--- config.mk ---
export PLATFORM = sky130hd
export DESIGN_NAME = sorted_set_engine_top
export DESIGN_NICKNAME = d
export VERILOG_FILES = /design/src/hdl/sse_pkg.sv /design/src/hdl/sse_mem.sv /design/src/hdl/sse_cmp.sv /design/src/hdl/sorted_set_engine_top.sv
export SDC_FILE = /design/constraint.sdc
export NUM_CORES = 1
export LEC_CHECK = 0
export BUFFER_PORTS_ARGS = -buffer_cell sky130_fd_sc_hd__buf_4
export CAP_MARGIN = 20
export CORE_MARGIN = 10
export CORE_UTILIZATION = 60
export CTS_CLUSTER_DIAMETER = 30
export CTS_CLUSTER_SIZE = 16
export DETAILED_ROUTE_END_ITERATION = 10
export PLACE_DENSITY = 0.77
export SLEW_MARGIN = 30
export SYNTH_ARGS = -nofsm -noshare
export SYNTH_HDL_FRONTEND = slang
export SYNTH_SLANG_ARGS = --single-unit
--- constraint.sdc ---
create_clock -name clk -period 4.8 [get_ports clk]
set_input_delay 0.72 -clock clk [delete_from_list [all_inputs] [get_ports clk]]
set_output_delay 0.72 -clock clk [all_outputs]
set_load 0.05 [all_outputs]
--- src/hdl/sse_pkg.sv ---
// shared types and codes of the sorted set engine
package sse_pkg;

	// action codes of a request item
	localparam logic [1:0] ACT_ADD    = 2'd0;
	localparam logic [1:0] ACT_REMOVE = 2'd1;
	localparam logic [1:0] ACT_SEARCH = 2'd2;

	// request item
	typedef struct packed {
		logic [1:0]         action;
		logic signed [31:0] value;
	} req_t;

	// response item
	typedef struct packed {
		logic       success;
		logic       set_full;
		logic [4:0] element_total;
		logic       set_empty;
	} rsp_t;

	// result of the shared compare unit
	typedef struct packed {
		logic eq;
		logic in_order;
	} cmp_res_t;

endpackage

--- src/hdl/sse_mem.sv ---
// value store: one write port, one read port with registered read data
module sse_mem import sse_pkg::*; #(
	parameter int DEPTH = 16,
	parameter int AW    = 4
) (
	input  logic                clk,
	input  logic                wr_en,
	input  logic [AW-1:0]       wr_addr,
	input  logic signed [31:0]  wr_data,
	input  logic                rd_en,
	input  logic [AW-1:0]       rd_addr,
	output logic signed [31:0]  rd_data
);

	logic signed [31:0] mem_q [DEPTH];
	logic signed [31:0] rd_data_q;

	// write port
	always_ff @(posedge clk) begin
		if (wr_en) begin
			mem_q[wr_addr] <= wr_data;
		end
	end

	// read port
	always_ff @(posedge clk) begin
		if (rd_en) begin
			rd_data_q <= mem_q[rd_addr];
		end
	end

	assign rd_data = rd_data_q;

endmodule

--- src/hdl/sse_cmp.sv ---
// shared compare unit: equality and order test of a stored entry against the key
module sse_cmp import sse_pkg::*; (
	input  logic signed [31:0] entry,
	input  logic signed [31:0] key,
	input  logic               descending,
	output cmp_res_t           res
);

	// entry may stand at or before key in the current order
	always_comb begin
		res.eq       = (entry == key);
		res.in_order = descending ? (entry >= key) : (entry <= key);
	end

endmodule

--- src/hdl/sorted_set_engine_top.sv ---
// top level of the sorted set engine: sequencer, count and response register
//
//  channel | signals                    | item
//  --------+----------------------------+-----------------------------------
//  req     | req_valid req_ready req    | action and value
//  rsp     | rsp_valid rsp_ready rsp    | success, full, count, empty flag
//  cfg     | cfg_valid cfg_ready cfg_data | order bit (1 = descending)
//
// an item is accepted, then scanned one live entry per cycle through the compare
// unit, then decided; an add or remove moves entries by a read then a write on the
// single store port pair, an add that moves entries ends with an insert step (an
// append is written in the decision state), and the response register is loaded last.
// req_ready is high only while the sequencer is idle; a full response
// register stalls the sequencer in its last state. No clearing pass after reset.
module sorted_set_engine_top import sse_pkg::*; #(
	parameter int CAPACITY = 16
) (
	input  logic clk,
	input  logic arst_n,
	input  logic req_valid,
	output logic req_ready,
	input  req_t req,
	output logic rsp_valid,
	input  logic rsp_ready,
	output rsp_t rsp,
	input  logic cfg_valid,
	output logic cfg_ready,
	input  logic cfg_data
);

	localparam int AW = (CAPACITY > 1) ? $clog2(CAPACITY) : 1;
	localparam int CW = $clog2(CAPACITY + 1);

	localparam logic [3:0] ST_IDLE   = 4'd0;
	localparam logic [3:0] ST_SCAN   = 4'd1;
	localparam logic [3:0] ST_DECIDE = 4'd2;
	localparam logic [3:0] ST_UP_RD  = 4'd3;
	localparam logic [3:0] ST_UP_WR  = 4'd4;
	localparam logic [3:0] ST_DN_RD  = 4'd5;
	localparam logic [3:0] ST_DN_WR  = 4'd6;
	localparam logic [3:0] ST_DONE   = 4'd7;
	localparam logic [3:0] ST_INSERT = 4'd8;

	logic [3:0]         state_q;
	logic [CW-1:0]      count_q;
	logic               order_q;
	logic [1:0]         action_q;
	logic signed [31:0] value_q;
	logic [AW-1:0]      idx_q;
	logic [AW-1:0]      j_q;
	logic [AW-1:0]      ins_pos_q;
	logic [AW-1:0]      hit_idx_q;
	logic               found_q;
	logic               pos_found_q;
	logic               succ_q;
	logic               full_q;
	logic               rsp_valid_q;
	rsp_t               rsp_q;

	logic               wr_en;
	logic [AW-1:0]      wr_addr;
	logic signed [31:0] wr_data;
	logic               rd_en;
	logic [AW-1:0]      rd_addr;
	logic signed [31:0] rd_data;
	cmp_res_t           cmp;
	logic               req_acc;
	logic               scan_last;
	logic               dn_more;
	logic               dn_first;

	assign req_ready = (state_q == ST_IDLE);
	assign req_acc   = req_valid && req_ready;
	assign cfg_ready = 1'b1;
	assign rsp_valid = rsp_valid_q;
	assign rsp       = rsp_q;

	// scan and shift boundaries
	assign scan_last = ((CW'(idx_q) + CW'(1)) == count_q);
	assign dn_first  = (((CW+1)'(hit_idx_q) + (CW+1)'(1)) < (CW+1)'(count_q));
	assign dn_more   = (((CW+1)'(j_q) + (CW+1)'(2)) < (CW+1)'(count_q));

	sse_mem #(
		.DEPTH(CAPACITY),
		.AW   (AW)
	) u_mem (
		.clk    (clk),
		.wr_en  (wr_en),
		.wr_addr(wr_addr),
		.wr_data(wr_data),
		.rd_en  (rd_en),
		.rd_addr(rd_addr),
		.rd_data(rd_data)
	);

	sse_cmp u_cmp (
		.entry     (rd_data),
		.key       (value_q),
		.descending(order_q),
		.res       (cmp)
	);

	// store port control
	always_comb begin
		rd_en   = 1'b0;
		rd_addr = '0;
		wr_en   = 1'b0;
		wr_addr = j_q;
		wr_data = rd_data;
		case (state_q)
			ST_IDLE: begin
				rd_en   = req_acc;
				rd_addr = '0;
			end
			ST_SCAN: begin
				rd_en   = !scan_last;
				rd_addr = AW'(idx_q + 1'b1);
			end
			ST_DECIDE: begin
				if (action_q == ACT_ADD && !found_q && count_q < CW'(CAPACITY)
						&& CW'(ins_pos_q) == count_q) begin
					wr_en   = 1'b1;
					wr_addr = ins_pos_q;
					wr_data = value_q;
				end
			end
			ST_UP_RD: begin
				rd_en   = 1'b1;
				rd_addr = AW'(j_q - 1'b1);
			end
			ST_UP_WR: begin
				wr_en = 1'b1;
			end
			ST_DN_RD: begin
				rd_en   = 1'b1;
				rd_addr = AW'(j_q + 1'b1);
			end
			ST_DN_WR: begin
				wr_en = 1'b1;
			end
			ST_INSERT: begin
				wr_en   = 1'b1;
				wr_addr = ins_pos_q;
				wr_data = value_q;
			end
			default: begin
				rd_en = 1'b0;
			end
		endcase
	end

	// order register
	always_ff @(posedge clk or negedge arst_n) begin
		if (!arst_n) begin
			order_q <= 1'b0;
		end else if (cfg_valid && cfg_ready) begin
			order_q <= cfg_data;
		end
	end

	// sequencer
	always_ff @(posedge clk or negedge arst_n) begin
		if (!arst_n) begin
			state_q     <= ST_IDLE;
			count_q     <= '0;
			rsp_valid_q <= 1'b0;
			found_q     <= 1'b0;
			pos_found_q <= 1'b0;
			succ_q      <= 1'b0;
			full_q      <= 1'b0;
		end else begin
			if (rsp_valid_q && rsp_ready && state_q != ST_DONE) begin
				rsp_valid_q <= 1'b0;
			end
			case (state_q)
				ST_IDLE: begin
					if (req_acc) begin
						action_q    <= req.action;
						value_q     <= req.value;
						idx_q       <= '0;
						found_q     <= 1'b0;
						pos_found_q <= 1'b0;
						ins_pos_q   <= AW'(count_q);
						hit_idx_q   <= '0;
						state_q     <= (count_q == '0) ? ST_DECIDE : ST_SCAN;
					end
				end
				ST_SCAN: begin
					// one live entry per cycle through the compare unit
					if (cmp.eq && !found_q) begin
						found_q   <= 1'b1;
						hit_idx_q <= idx_q;
					end
					if (!cmp.in_order && !pos_found_q) begin
						pos_found_q <= 1'b1;
						ins_pos_q   <= idx_q;
					end
					idx_q <= AW'(idx_q + 1'b1);
					if (scan_last) begin
						state_q <= ST_DECIDE;
					end
				end
				ST_DECIDE: begin
					case (action_q)
						ACT_ADD: begin
							if (found_q) begin
								succ_q  <= 1'b0;
								full_q  <= 1'b0;
								state_q <= ST_DONE;
							end else if (count_q >= CW'(CAPACITY)) begin
								succ_q  <= 1'b0;
								full_q  <= 1'b1;
								state_q <= ST_DONE;
							end else if (CW'(ins_pos_q) == count_q) begin
								// appended at the end, written this cycle
								count_q <= count_q + 1'b1;
								succ_q  <= 1'b1;
								full_q  <= 1'b0;
								state_q <= ST_DONE;
							end else begin
								j_q     <= AW'(count_q);
								state_q <= ST_UP_RD;
							end
						end
						ACT_REMOVE: begin
							if (found_q && dn_first) begin
								j_q     <= hit_idx_q;
								state_q <= ST_DN_RD;
							end else if (found_q) begin
								count_q <= count_q - 1'b1;
								succ_q  <= 1'b1;
								full_q  <= 1'b0;
								state_q <= ST_DONE;
							end else begin
								succ_q  <= 1'b0;
								full_q  <= 1'b0;
								state_q <= ST_DONE;
							end
						end
						ACT_SEARCH: begin
							succ_q  <= found_q;
							full_q  <= 1'b0;
							state_q <= ST_DONE;
						end
						default: begin
							succ_q  <= 1'b0;
							full_q  <= 1'b0;
							state_q <= ST_DONE;
						end
					endcase
				end
				ST_UP_RD: begin
					state_q <= ST_UP_WR;
				end
				ST_UP_WR: begin
					// entry j-1 moved up to j
					j_q <= AW'(j_q - 1'b1);
					if (AW'(j_q - 1'b1) == ins_pos_q) begin
						state_q <= ST_INSERT;
					end else begin
						state_q <= ST_UP_RD;
					end
				end
				ST_INSERT: begin
					// new value written into the opened slot
					count_q <= count_q + 1'b1;
					succ_q  <= 1'b1;
					full_q  <= 1'b0;
					state_q <= ST_DONE;
				end
				ST_DN_RD: begin
					state_q <= ST_DN_WR;
				end
				ST_DN_WR: begin
					// entry j+1 moved down to j
					j_q <= AW'(j_q + 1'b1);
					if (dn_more) begin
						state_q <= ST_DN_RD;
					end else begin
						count_q <= count_q - 1'b1;
						succ_q  <= 1'b1;
						full_q  <= 1'b0;
						state_q <= ST_DONE;
					end
				end
				ST_DONE: begin
					// load the response register once it is free
					if (!rsp_valid_q || rsp_ready) begin
						rsp_q.success       <= succ_q;
						rsp_q.set_full      <= full_q;
						rsp_q.element_total <= 5'(count_q);
						rsp_q.set_empty     <= (count_q == '0);
						rsp_valid_q         <= 1'b1;
						state_q             <= ST_IDLE;
					end
				end
				default: begin
					state_q <= ST_IDLE;
				end
			endcase
		end
	end

endmodule

# ---- Word level (Yosys, flattened, before mapping)
# Memory sizes are Yosys's and may differ from the RTL's. A register that Yosys moved wholly into a read port is not among the register bits.
# Cells that the tools add are included.
dict set report op_classes {
  add_sub_neg 8
  n_lt_le_gt_ge 6
  eq_ne 30
  muxes 67
  reduce_logical 34
}
# operator n
set ops {}
lappend ops {{$pmux 32 s2} 1}
lappend ops {{$mux 4} 13}
lappend ops {{$pmux 4 s2} 6}
lappend ops {{$pmux 4 s9} 1}
lappend ops {{$eq 32x32->1} 1}
lappend ops {{$ge 32x32->1} 1}
lappend ops {{$le 32x32->1} 1}
lappend ops {{$mux 32} 1}
lappend ops {{$mux 5} 6}
lappend ops {{$ne 3x3->1 const B} 8}
lappend ops {{$pmux 4 s3} 2}
lappend ops {{$mux 1} 21}
lappend ops {{$reduce_and 3->1} 6}
lappend ops {{$eq 4x3->1 const B} 4}
lappend ops {{$pmux 5 s3} 1}
lappend ops {{$pmux 1 s3} 4}
lappend ops {{$reduce_and 4->1} 3}
lappend ops {{$add 4x1->5 const B} 2}
lappend ops {{$lt 5x5->1} 2}
lappend ops {{$ne 2x2->1 const B} 5}
lappend ops {{$pmux 5 s2} 1}
lappend ops {{$logic_and 1x1->1} 9}
lappend ops {{$mux 3} 3}
lappend ops {{$add 4x1->4 const B} 2}
lappend ops {{30 further kinds} 41}
dict set report word_totals {
  reg_bits 73
  ramBits 512
  inputBits 40
  word_cells 164
  n_memories 1
}
# name depth word_bits rd rd_ports_with_merged_regs write_ports line_no
set mem_list {}
lappend mem_list {u_mem.mem_q 16 32 1 1 1 sse_mem.sv:15} ;# logic signed [31:0] mem_q [DEPTH];

# ---- Logic depth before layout (Yosys ltp)
dict set report logic_depth {
  word_depth 8
  depth_mapped 11
  depth_no_buf 9
}

# ---- Hierarchy
# From an unflattened synthesis, not the netlist that was laid out.
dict set report hier_totals {
  hier_cells 1326
  area_unflattened_um2 25470.7
}
# module n_inst cells_per_inst area_each_um2 seq_area_each_um2
set by_module_without_submodules {}
lappend by_module_without_submodules {sse_mem 1 838 20155.6 16335.7}
lappend by_module_without_submodules {sorted_set_engine_top 1 372 4483.0 2117.0}
lappend by_module_without_submodules {sse_cmp 1 116 832.0 0.0}

# ---- Worst setup path before layout
# OpenSTA, ideal clock, no wires.
dict set report synth_timing {
  path_type {register -> register}
  startpoint {register idx_q[0]}
  endpoint {register u_mem.rd_data_q[0] (netlist: u_mem.rd_data[0]), read port of u_mem.mem_q (enable)}
  setup_time_ns 0.466
  t_arrival_ns 3.738
  path_slack_ns 0.597
  stages_incl_launch_ff 8
  synth_period_minus_slack_ns 4.203
  cell_sequence {edfxtp_1 ha_1 and3b_1 nor3_1 a211oi_1 o2111ai_1 nor3_1 o21ai_0}
}
dict set report synth_between {
  elab_chain_cells 4
  word_cells_on_any_way 6
  classes_between {add/sub (2); eq/ne (1); mux (2); reduce/logical (1)}
}
# element line_no
set synth_lines {}
lappend synth_lines {{from (decl)} sorted_set_engine_top.sv:49} ;# logic [AW-1:0] idx_q;
lappend synth_lines {{from (signal assigned)} sorted_set_engine_top.sv:198} ;# idx_q <= AW'(idx_q + 1'b1);
lappend synth_lines {{$add 4x1->5} sorted_set_engine_top.sv:79} ;# assign scan_last = ((CW'(idx_q) + CW'(1)) == count_q);
lappend synth_lines {{$eq 5x5->1} sorted_set_engine_top.sv:79}
lappend synth_lines {{$logic_not 1->1} sorted_set_engine_top.sv:116} ;# rd_en = !scan_last;
lappend synth_lines {{$pmux 1 s3} sorted_set_engine_top.sv:110} ;# case (state_q)
lappend synth_lines {{named net rd_en} sorted_set_engine_top.sv:63} ;# logic rd_en;
lappend synth_lines {{to (decl)} sse_mem.sv:16} ;# logic signed [31:0] rd_data_q;
# The timed path passes the listed nets, and every way through them passes these cells.
# A chain may end at the register's enable or synchronous reset.

# ---- Final worst setup path
dict set report layout_timing {
  startpoint {register state_q[2]}
  endpoint {memory u_mem.mem_q[11][28] (enable)}
}
dict set report layout_between {
  elab_chain_cells 5
  word_cells_on_any_way 9
  classes_between {eq/ne (4); mux (4); reduce/logical (1)}
}
# element line_no
set layout_lines {}
lappend layout_lines {{from (decl)} sorted_set_engine_top.sv:44} ;# logic [3:0] state_q;
lappend layout_lines {{from (signal assigned)} sorted_set_engine_top.sv:185} ;# state_q <= (count_q == '0) ? ST_DECIDE : ST_SCAN;
lappend layout_lines {{$eq 4x3->1 / $eq 4x4->1 (equally long branches)} sorted_set_engine_top.sv:110}
lappend layout_lines {{$reduce_or 3->1 (no source line)} --}
lappend layout_lines {{$pmux 1 s2} sorted_set_engine_top.sv:110}
lappend layout_lines {{$mux 1} sse_mem.sv:20} ;# if (wr_en) begin
lappend layout_lines {{$mux 1 (implied by the code)} sse_mem.sv:21} ;# mem_q[wr_addr] <= wr_data;
lappend layout_lines {{to (decl)} sse_mem.sv:15}
# Parallel ways exist; a longest one is shown, timed or not.

==> impl_metrics.tcl <==
set metrics [dict create \
    viasPerCell 6.03 \
    dp.final_hpwl_um 34100 \
    core_um2 44100 \
    slew_viol_final 0 \
    rows 77 \
    period_minus_slack_ps 3780 \
    arrival_ps 4170 \
    final_cell_mix "edfxtp_1, mux2i_1, clkbuf_16" \
    cts-root-buf "clkbuf_16" \
    worstPathMaxFanout 27 \
    cts_buffer_depth 3 \
    grt_pass1_wl_um 88600 \
    wl_per_cell_um 23.9 \
    cap_violations 0 \
    irDropWorstVdd_uv 458 \
    crit_path_top_delay_cell "a32oi_1" \
    cts_hold_buf 1 \
    synthDistinctLibCells 64 \
    crit_chain "inv_1 > nand3_1 > o31a_2 > nor2b_1 > a32oi_1 > nor2_4 > buf_16 > buf_4" \
    grt_pass1_vias 15200 \
    synth_ff_type "edfxtp_1" \
    startpoint_type "flip-flop" \
    syn_area_um2 26700 \
    grt_use_total 0.217 \
    cts_tree "yes" \
    final_hold_viol_count 0 \
    io_buffers 49 \
    syn_nets 1716 \
    postCtsSetupRepairBufs 0 \
    first_pass_iters 6 \
    end_kind "flip-flop" \
    place_congestion 0.871 \
    ys_warn_count 0 \
    fin_nets 1851 \
    dpl_cell_area_um2 28100 \
    rsz0062_at_grt "no" \
    setup_viol 0 \
    finalSetupTns_ps 0 \
    clock_sink_count 617 \
    p_per_area_nw_per_um2 716 \
    max_stage_delay_ps 770 \
    diodes 0 \
    grt_max_degree 67 \
    postLayoutSetupSlackWorst_ps 1020 \
    clkTransAtPathRegs_ps 60 \
    post_cts_resize_count 0 \
    fin_crit_sh 0.789 \
    fmaxAchievable_ghz 0.264 \
    final_layout_size_suffix_gt1_frac 0.194 \
    cp_num_buf_inv 3 \
    ios 51 \
    drc 0 \
    antenna_found_initial 0 \
    drtIter0Drc 1343 \
    numCtsBuffers 115 \
    critical_path_class "flip-flop to flip-flop" \
    cpLargestDelayFamily "compound AO/OA/AOI/OAI gates" \
    ys_ff_latch 617 \
    syn_inst 1624 \
    syn_avg_cell_area_um2 16.4 \
    fillers 2607 \
    overflow 0 \
    pre_cts_ws_ps 1000 \
    ys_async_sr_fraction 0.0243 \
    die_h_um 231 \
    final_area_um2 32300 \
    crit_required_ps 5180 \
    p_leak_uw 0.0136 \
    areaGrowthSynthToFinish_pct 21.0 \
    die_w_um 231 \
    final_common_cell "edfxtp_1" \
    worst_pin_slew_ps 1010 \
    status "complete, no violations" \
    hold_class "input port to flip-flop" \
    start_util 0.604 \
    vias 14800 \
    dieArea_um2 53300 \
    htree_levels 3 \
    drt-total-wl_um 58600 \
    postRouteAntennaNets 0 \
    clk-insertion-delay-late_ps 640 \
    maxSlewHeadroom 0.317 \
    synth_seq_area_share 0.692 \
    finalClockSkew_ps 25.3 \
    synth_edf_count 602 \
]
==> flip-flops by register name, summed over array words and instances, names as in the netlist <==
| register | cells |
|---|---|
| action_q | 2 |
| count_q | 5 |
| found_q | 1 |
| full_q | 1 |
| hit_idx_q | 4 |
| idx_q | 4 |
| ins_pos_q | 4 |
| j_q | 4 |
| order_q | 1 |
| pos_found_q | 1 |
| rsp | 8 |
| rsp_valid | 1 |
| state_q | 4 |
| succ_q | 1 |
| u_mem.mem_q | 512 |
| u_mem.rd_data | 32 |
| value_q | 32 |
==> cell usage after synthesis (all sizes together) (6+ instances only) <==
library cell,n,share of area
mux2i,484,0.18
dfrtp,15,0.014
xnor2,21,0.0072
nor2,34,0.0048
a21o,7,0.0020
buf,61,0.015
and3,8,0.0019
xor2,7,0.0023
o21ai,49,0.0096
clkbuf,13,0.0020
nand3,13,0.0024
a31oi,9,0.0021
a21oi,27,0.0051
nor3,14,0.0026
nor2b,9,0.0021
nand2,56,0.0079
inv,53,0.0075
nand4,11,0.0026
edfxtp,602,0.68
and2,9,0.0022
ha,52,0.024
a211oi,6,0.0017
==> where the power goes <==
part	internal [µW]	switching (µW)	total (µW)
Combinational	2820	4350	7170
Clock	5490	2780	8270
Sequential	7310	338	7650
Total	15600	7480	23100
==> path summary, 6_finish.rpt <==
check / start / slack, ps / depth (start not counted) / to
setup reg to reg: state_q[2]$_DFFE_PN0P_ / 1020 / 8 / u_mem.mem_q[11][28]$_DFFE_PP_
max in group asynchronous: arst_n / 4040 / 2 / state_q[3]$_DFFE_PN0P_
hold / removal: req[10] / 250 / 1 / value_q[10]$_DFFE_PP_
min in group asynchronous: arst_n / 510 / 2 / pos_found_q$_DFFE_PN0P_
setup / recovery: state_q[2]$_DFFE_PN0P_ / 1020 / 8 / u_mem.mem_q[11][28]$_DFFE_PP_
hold reg to reg: full_q$_DFFE_PN0P_ / 450 / 0 / rsp[6]$_DFFE_PP_
==> per-layer routing <==
metal | up-vias | part of all wire | routed length, µm | global-route usage
li1 | 6617 | - | - | -
met1 | 7471 | 0.41 | 24200 | 0.282
met2 | 566 | 0.50 | 29200 | 0.356
met3 | 122 | 0.064 | 3730 | 0.0416
met4 | 0 | 0.026 | 1540 | 0.0818
met5 | - | 0 | 0 | 0
==> per-stage QoR <==
step | total power [µW] | util | hold WS, ps | cells
after global placement | 14500 | 0.633 | 431 | 2226
after floorplan | 12900 | - | 421 | 1624
final | 23100 | 0.731 | 254 | 2450
after global routing | 24000 | 0.731 | 222 | 2450
after detailed placement | 14800 | 0.636 | 437 | 2232
after CTS | 23100 | 0.728 | 226 | 2449
==> cell families (layout without fill, tap and decap cells) <==
| family | count (synthesis) | after routing | share of synthesized area |
|---|---|---|---|
| AO/OA/AOI/OAI | 127 | 127 | 0.0305 |
| flip-flops | 617 | 617 | 0.692 |
| buffers and inverters | 127 | 361 | 0.0245 |
| multiplexers | 489 | 489 | 0.184 |
| XOR/XNOR | 28 | 28 | 0.00948 |
| AND/OR/NAND/NOR | 183 | 183 | 0.0352 |
| adder cells (fa/ha/maj) | 52 | 52 | 0.0244 |
| other | 1 | 1 | 0.000141 |
==> cell type report <==
type	instances	area, µm²	area share
Inverter	53	199	0.00617
Multi-Input combinational cell	880	7880	0.244
Timing Repair Buffer	92	933	0.0289
Tap cell	592	741	0.0230
Sequential cell	617	18500	0.572
Clock inverter	92	1120	0.0347
Clock buffer	124	2930	0.0909
No activity file was read; power rests on OpenSTA's default activity.
